$ cat src/hw/rtl/bfa_pkg.sv
// Shared types, codes and defaults for the bitmap frame allocator.
// Used by every module under hw/rtl except bfa_ram; depends on nothing else.
package bfa_pkg;

   localparam int ADDR_BITS        = 32;
   localparam int LEN_BITS         = 17;
   localparam int STATUS_BITS      = 2;
   localparam int FRAME_COUNT_BITS = 17;
   localparam int CSR_INDEX_BITS   = 2;

   // Bitmap word geometry
   localparam int WORD_BITS  = 32;
   localparam int WORD_SHIFT = 5;

   localparam int MAX_FRAMES_DEF  = 65536;
   localparam int FRAME_BYTES_DEF = 4096;

   localparam logic [CSR_INDEX_BITS-1:0] CSR_BASE_ADDRESS = 2'd0;
   localparam logic [CSR_INDEX_BITS-1:0] CSR_FRAME_COUNT  = 2'd1;

   localparam logic REQ_ALLOC = 1'b0;
   localparam logic REQ_FREE  = 1'b1;

   localparam logic [STATUS_BITS-1:0] ST_DONE  = 2'd0;
   localparam logic [STATUS_BITS-1:0] ST_FAIL  = 2'd1;
   localparam logic [STATUS_BITS-1:0] ST_RANGE = 2'd2;

   typedef struct packed {
      logic                 req_type;
      logic [LEN_BITS-1:0]  run_length;
      logic [ADDR_BITS-1:0] free_address;
   } bfa_req_type;

   typedef struct packed {
      logic [ADDR_BITS-1:0]   alloc_address;
      logic [STATUS_BITS-1:0] status;
   } bfa_rsp_type;

   // Controller to datapath strobes
   typedef struct packed {
      logic load_req;
      logic clr_step;
      logic scan_init;
      logic scan_read;
      logic word_eval;
      logic bit_step;
      logic mark_init;
      logic mark_read;
      logic mark_write;
      logic addr_mul;
      logic addr_add;
      logic div_start;
      logic free_read;
      logic free_write;
      logic set_fail;
      logic set_range;
      logic set_done;
   } bfa_cmd_type;

   // Datapath to controller flags
   typedef struct packed {
      logic clr_last;
      logic is_free;
      logic len_bad;
      logic scan_end;
      logic word_free;
      logic word_full;
      logic word_fits;
      logic bit_hit;
      logic bit_last;
      logic mark_last;
      logic addr_low;
      logic div_done;
      logic idx_bad;
   } bfa_sts_type;

endpackage

$ cat src/hw/rtl/bfa_ctrl.sv
// Controller state machine: sequences clear, scan, mark, address and free steps.
// Depends on bfa_pkg.
module bfa_ctrl import bfa_pkg::*; (
   input  logic        clock,
   input  logic        reset,
   input  logic        start,
   input  bfa_sts_type sts,
   output logic        busy,
   output logic        rsp_strobe,
   output bfa_cmd_type cmd
);

   localparam logic [3:0] S_CLEAR    = 4'd0;
   localparam logic [3:0] S_IDLE     = 4'd1;
   localparam logic [3:0] S_CHECK    = 4'd2;
   localparam logic [3:0] S_SCAN_RD  = 4'd3;
   localparam logic [3:0] S_SCAN_EV  = 4'd4;
   localparam logic [3:0] S_BIT      = 4'd5;
   localparam logic [3:0] S_MARK_SET = 4'd6;
   localparam logic [3:0] S_MARK_RD  = 4'd7;
   localparam logic [3:0] S_MARK_WR  = 4'd8;
   localparam logic [3:0] S_MUL      = 4'd9;
   localparam logic [3:0] S_ADD      = 4'd10;
   localparam logic [3:0] S_DIV_WAIT = 4'd11;
   localparam logic [3:0] S_FREE_RD  = 4'd12;
   localparam logic [3:0] S_FREE_WR  = 4'd13;
   localparam logic [3:0] S_RESP     = 4'd14;

   logic [3:0] state_ff, state_in;

   always_comb begin
      state_in = state_ff;
      cmd      = '0;
      unique case (state_ff)
         S_CLEAR: begin
            cmd.clr_step = 1'b1;
            if (sts.clr_last) begin
               state_in = S_IDLE;
            end
         end
         S_IDLE: begin
            if (start) begin
               cmd.load_req = 1'b1;
               state_in     = S_CHECK;
            end
         end
         S_CHECK: begin
            if (sts.is_free) begin
               if (sts.addr_low) begin
                  cmd.set_range = 1'b1;
                  state_in      = S_RESP;
               end else begin
                  cmd.div_start = 1'b1;
                  state_in      = S_DIV_WAIT;
               end
            end else if (sts.len_bad) begin
               cmd.set_fail = 1'b1;
               state_in     = S_RESP;
            end else begin
               cmd.scan_init = 1'b1;
               state_in      = S_SCAN_RD;
            end
         end
         S_SCAN_RD: begin
            if (sts.scan_end) begin
               cmd.set_fail = 1'b1;
               state_in     = S_RESP;
            end else begin
               cmd.scan_read = 1'b1;
               state_in      = S_SCAN_EV;
            end
         end
         S_SCAN_EV: begin
            cmd.word_eval = 1'b1;
            if (sts.word_free && sts.word_fits) begin
               state_in = S_MARK_SET;
            end else if (sts.word_free || sts.word_full) begin
               state_in = S_SCAN_RD;
            end else begin
               state_in = S_BIT;
            end
         end
         S_BIT: begin
            cmd.bit_step = 1'b1;
            if (sts.bit_hit) begin
               state_in = S_MARK_SET;
            end else if (sts.bit_last) begin
               state_in = S_SCAN_RD;
            end
         end
         S_MARK_SET: begin
            cmd.mark_init = 1'b1;
            state_in      = S_MARK_RD;
         end
         S_MARK_RD: begin
            cmd.mark_read = 1'b1;
            state_in      = S_MARK_WR;
         end
         S_MARK_WR: begin
            cmd.mark_write = 1'b1;
            state_in       = sts.mark_last ? S_MUL : S_MARK_RD;
         end
         S_MUL: begin
            cmd.addr_mul = 1'b1;
            state_in     = S_ADD;
         end
         S_ADD: begin
            cmd.addr_add = 1'b1;
            state_in     = S_RESP;
         end
         S_DIV_WAIT: begin
            if (sts.div_done) begin
               if (sts.idx_bad) begin
                  cmd.set_range = 1'b1;
                  state_in      = S_RESP;
               end else begin
                  state_in = S_FREE_RD;
               end
            end
         end
         S_FREE_RD: begin
            cmd.free_read = 1'b1;
            state_in      = S_FREE_WR;
         end
         S_FREE_WR: begin
            cmd.free_write = 1'b1;
            cmd.set_done   = 1'b1;
            state_in       = S_RESP;
         end
         S_RESP: begin
            state_in = S_IDLE;
         end
         default: begin
            state_in = S_IDLE;
         end
      endcase
   end

   always_ff @(posedge clock) begin
      if (reset) begin
         state_ff <= S_CLEAR;
      end else begin
         state_ff <= state_in;
      end
   end

   assign busy       = state_ff != S_IDLE;
   assign rsp_strobe = state_ff == S_RESP;

endmodule

$ cat config.mk
export PLATFORM = sky130hd
export DESIGN_NAME = bfa_ctrl
export DESIGN_NICKNAME = d
export VERILOG_FILES = /design/src/hw/rtl/bfa_pkg.sv /design/src/hw/rtl/bfa_ctrl.sv
export SDC_FILE = /design/constraint.sdc
export NUM_CORES = 1
export LEC_CHECK = 0
export BUFFER_PORTS_ARGS = -buffer_cell sky130_fd_sc_hd__buf_4
export CORE_MARGIN = 1
export CORE_UTILIZATION = 42
export CTS_CLUSTER_SIZE = 14
export DETAILED_ROUTE_END_ITERATION = 10
export GPL_TIMING_DRIVEN = 0
export PLACE_DENSITY = 0.75
export SLEW_MARGIN = 15
export SYNTH_ARGS = -nofsm -noshare
export SYNTH_HDL_FRONTEND = slang
export SYNTH_SLANG_ARGS = --single-unit
$ cat constraint.sdc
create_clock -name clock -period 1.8 [get_ports clock]
set_clock_uncertainty 0.1 [all_clocks]
set_input_delay 0.18 -clock clock [delete_from_list [all_inputs] [get_ports clock]]
set_output_delay 0.18 -clock clock [all_outputs]
set_load 0.01 [all_outputs]
==> results.toml <==
[cts]
holdBufCountCts = 0
cts.path.max_buffers = 2
clk_pin_slew_ps = 40
cts_tree = "built"
cts.sinks = 4
clockRootBuffer = "clkbuf_4"
clk_latency_ps = 230
cts.htree.levels = 1
cts_inserted_buffers = 3

[global_route]
antenna_found_initial = 0
grt-ovfl-total = 0
grt_pass1_wl_mm = 3.21
track_usage_pct = 29.3
grt_start_max_net_pins = 11
grt_pass1_vias = 738

[final_layout]
largestRegisters = "state_ff: 4 flops"
fin_nets = 151
largest_reg_flops = 4
top_register = "state_ff"
drive_gt1_share_pct = 37.6
post-route-util_pct = 69.2
fin_area_um2 = 923
area_growth_pct = 51.2
diodes = 0

[pwr]
powerDensity_nw_per_um2 = 1160
ir_worst_vdd_uv = 864
power_mw = 1.08
power_leakage_nw = 0.419

[timing]
hold_viol_final = 0
rsz0062_at_grt = "no"
max-slew-margin-rel_pct = 79.2
final.setup.tns_ps = 0
min_period_ps = 1740
setup_viol = 0
fin_crit_sh_pct = 96.4
tightest_slew_ps = 312
drv_slew = 0
fmax_ghz = 0.576
worst_slack_ps = 64.3

[floorplanning]
die_w_um = 40.1
start_util_pct = 45.8
core_um2 = 1330
num_rows = 13
io-pin-count = 35
die_h_um = 40.1
dieArea_um2 = 1610

[worst_setup_path]
crit_arrival_ps = 1460
critPathMaxStageDelay_ps = 350
crit_chain = "buf_4 > or2_2 > nor4b_2 > buf_4"
rr_endpoint = "state_ff[1]$_SDFFE_PP0P_"
rr_startpoint = "state_ff[3]$_SDFFE_PP0P_"
end_kind = "output pin"
startpoint_type = "flip-flop"
crit_fanout = 10
crit_top_cell = "buf_4"
cp_num_buf_inv = 2
crit_path_top_delay_cell = "or2_2"
worstRegToRegCells = 4
path_class = "reg -> out"
r2r_slack_ps = 170
path_delay_family = "simple AND/OR/NAND/NOR gates"
worstPathRequired_ps = 1520

[synthesis]
synth-seq-cells = 4
syn_nets = 113
synth.avg_cell_area_um2 = 6.29
synth.distinct_cells = 39
yosysSeqAreaShare_pct = 13.1
syn-instance-count = 97
syn-cell-area_um2 = 611
yosysWarnings = 0

[route]
dr.pass1.iters = 4
drt_wl_total_mm = 2.08
post_drt_wl_per_cell_um = 14.1
drtIter0Drc = 29
drc = 0
vias = 867
postRouteAntennaNets = 0
viasPerCell = 5.86

[placement]
dpl-instance-area_um2 = 885
port_buffers = 34
hpwl_mm = 1.61
dp_slack_ps = 157
gp_congestion = 0.893

[run]
maxCapViolCount = 0

[hold_path]
hold_depth = 2
min_from = "reset"
hold_end = "state_ff[3]$_SDFFE_PP0P_"
hp-class = "in -> reg"

[status]
status = "finished, final reports clean"
==> cells by family (layout without fill, tap and decap cells) <==
family | after synthesis | count (layout) | synth area share [%]
compound gates | 27 | 27 | 31.4
buf+inv | 11 | 47 | 8.81
flops | 4 | 4 | 13.1
mux | 2 | 2 | 3.28
simple gates | 53 | 53 | 43.4
==> metal layers <==
layer | track usage (%) | share of wire (%) | routed length [um] | up-vias
met5 | 0 | 0 | 0 | -
met4 | 0 | 0 | 0 | 0
met3 | 5.00 | 8.0 | 166 | 0
met2 | 55.6 | 51 | 1050 | 41
met1 | 35.8 | 41 | 864 | 403
li1 | - | - | - | 423
==> cells in the final DEF (no fill, tap or decap), types with 2 or more instances in the layout <==
cell	count
a21oi_1	6
a311oi_1	2
a31oi_1	2
a32oi_1	2
buf_4	38
clkbuf_2	2
clkbuf_4	3
dfxtp_1	4
inv_1	2
mux2i_1	2
nand2_1	9
nand2b_1	6
nand3_1	2
nor2_1	17
nor2b_1	4
nor3_1	3
o211ai_1	2
o21ai_0	3
==> layout make-up <==
cell class,count,area [um^2]
plain buffers,8,48.8
clock buffers,3,22.5
fillers,126,410
inverters,2,7.51
multi-input cells,82,490
flip-flops and latches,4,80.1
well taps,15,18.8
repair buffers,34,255
==> repair_timing <==
item / 4_1_cts / 5_1_grt
gates resized for setup: 2 / 9
endpoints found under the setup margin: 4 / 7
buffers inserted: 0 / 0
==> synth_stat cells <==
cell,n,area (um^2)
o22a_1,1,8.76
nand2_1,9,33.8
a21boi_1,1,7.51
nor4_1,1,6.26
o2bb2ai_1,1,8.76
buf_4,3,22.5
a211o_1,1,8.76
buf_2,1,5.00
a31oi_1,2,12.5
nand3_1,2,10.0
or2_1,1,6.26
nand2_2,1,6.26
nor3_1,3,15.0
nand3b_1,1,7.51
a31o_2,1,8.76
a21o_1,1,7.51
nor4b_1,1,8.76
dfxtp_1,4,80.1
nor2b_1,4,25.0
and3_1,1,6.26
nor2_1,18,67.6
and2b_1,1,7.51
or4_1,1,7.51
inv_1,2,7.51
a311oi_1,2,17.5
o32ai_1,1,8.76
o211ai_1,2,15.0
clkbuf_1,5,18.8
nand4_1,1,6.26
mux2i_1,2,20.0
nand2b_1,6,37.5
o221ai_1,1,8.76
o31a_1,1,8.76
a22oi_1,1,7.51
o21ai_0,3,15.0
nor3b_1,1,7.51
a21oi_1,6,30.0
a32oi_1,2,17.5
or2_2,1,6.26
==> how the worst max path moves through the flow <==
stage	from	endpoint	slack, ps	cells after the start
2_1_floorplan	state_ff[0]$_SDFFE_PP0P_	cmd[5]	220	4
3_3_place_gp	state_ff[0]$_SDFFE_PP0P_	cmd[5]	190	5
3_5_place_dp	state_ff[0]$_SDFFE_PP0P_	cmd[5]	160	5
4_1_cts	state_ff[3]$_SDFFE_PP0P_	cmd[1]	20	4
5_1_grt	state_ff[0]$_SDFFE_PP0P_	cmd[5]	9	4
6_report	state_ff[0]$_SDFFE_PP0P_	cmd[5]	60	4
==> through the flow <==
step	instances	hold WS [ps]
after global placement	146	295
after floorplan	97	149
after global routing	148	60.6
after CTS	148	42.3
after detailed placement	146	284
final	148	47.3
==> report_power, final <==
part | total, mW | switching, mW | internal (mW)
Sequential | 0.152 | 0.0336 | 0.118
Combinational | 0.813 | 0.466 | 0.347
Clock | 0.110 | 0.0356 | 0.0745
Power figures use the tool's default switching activity.
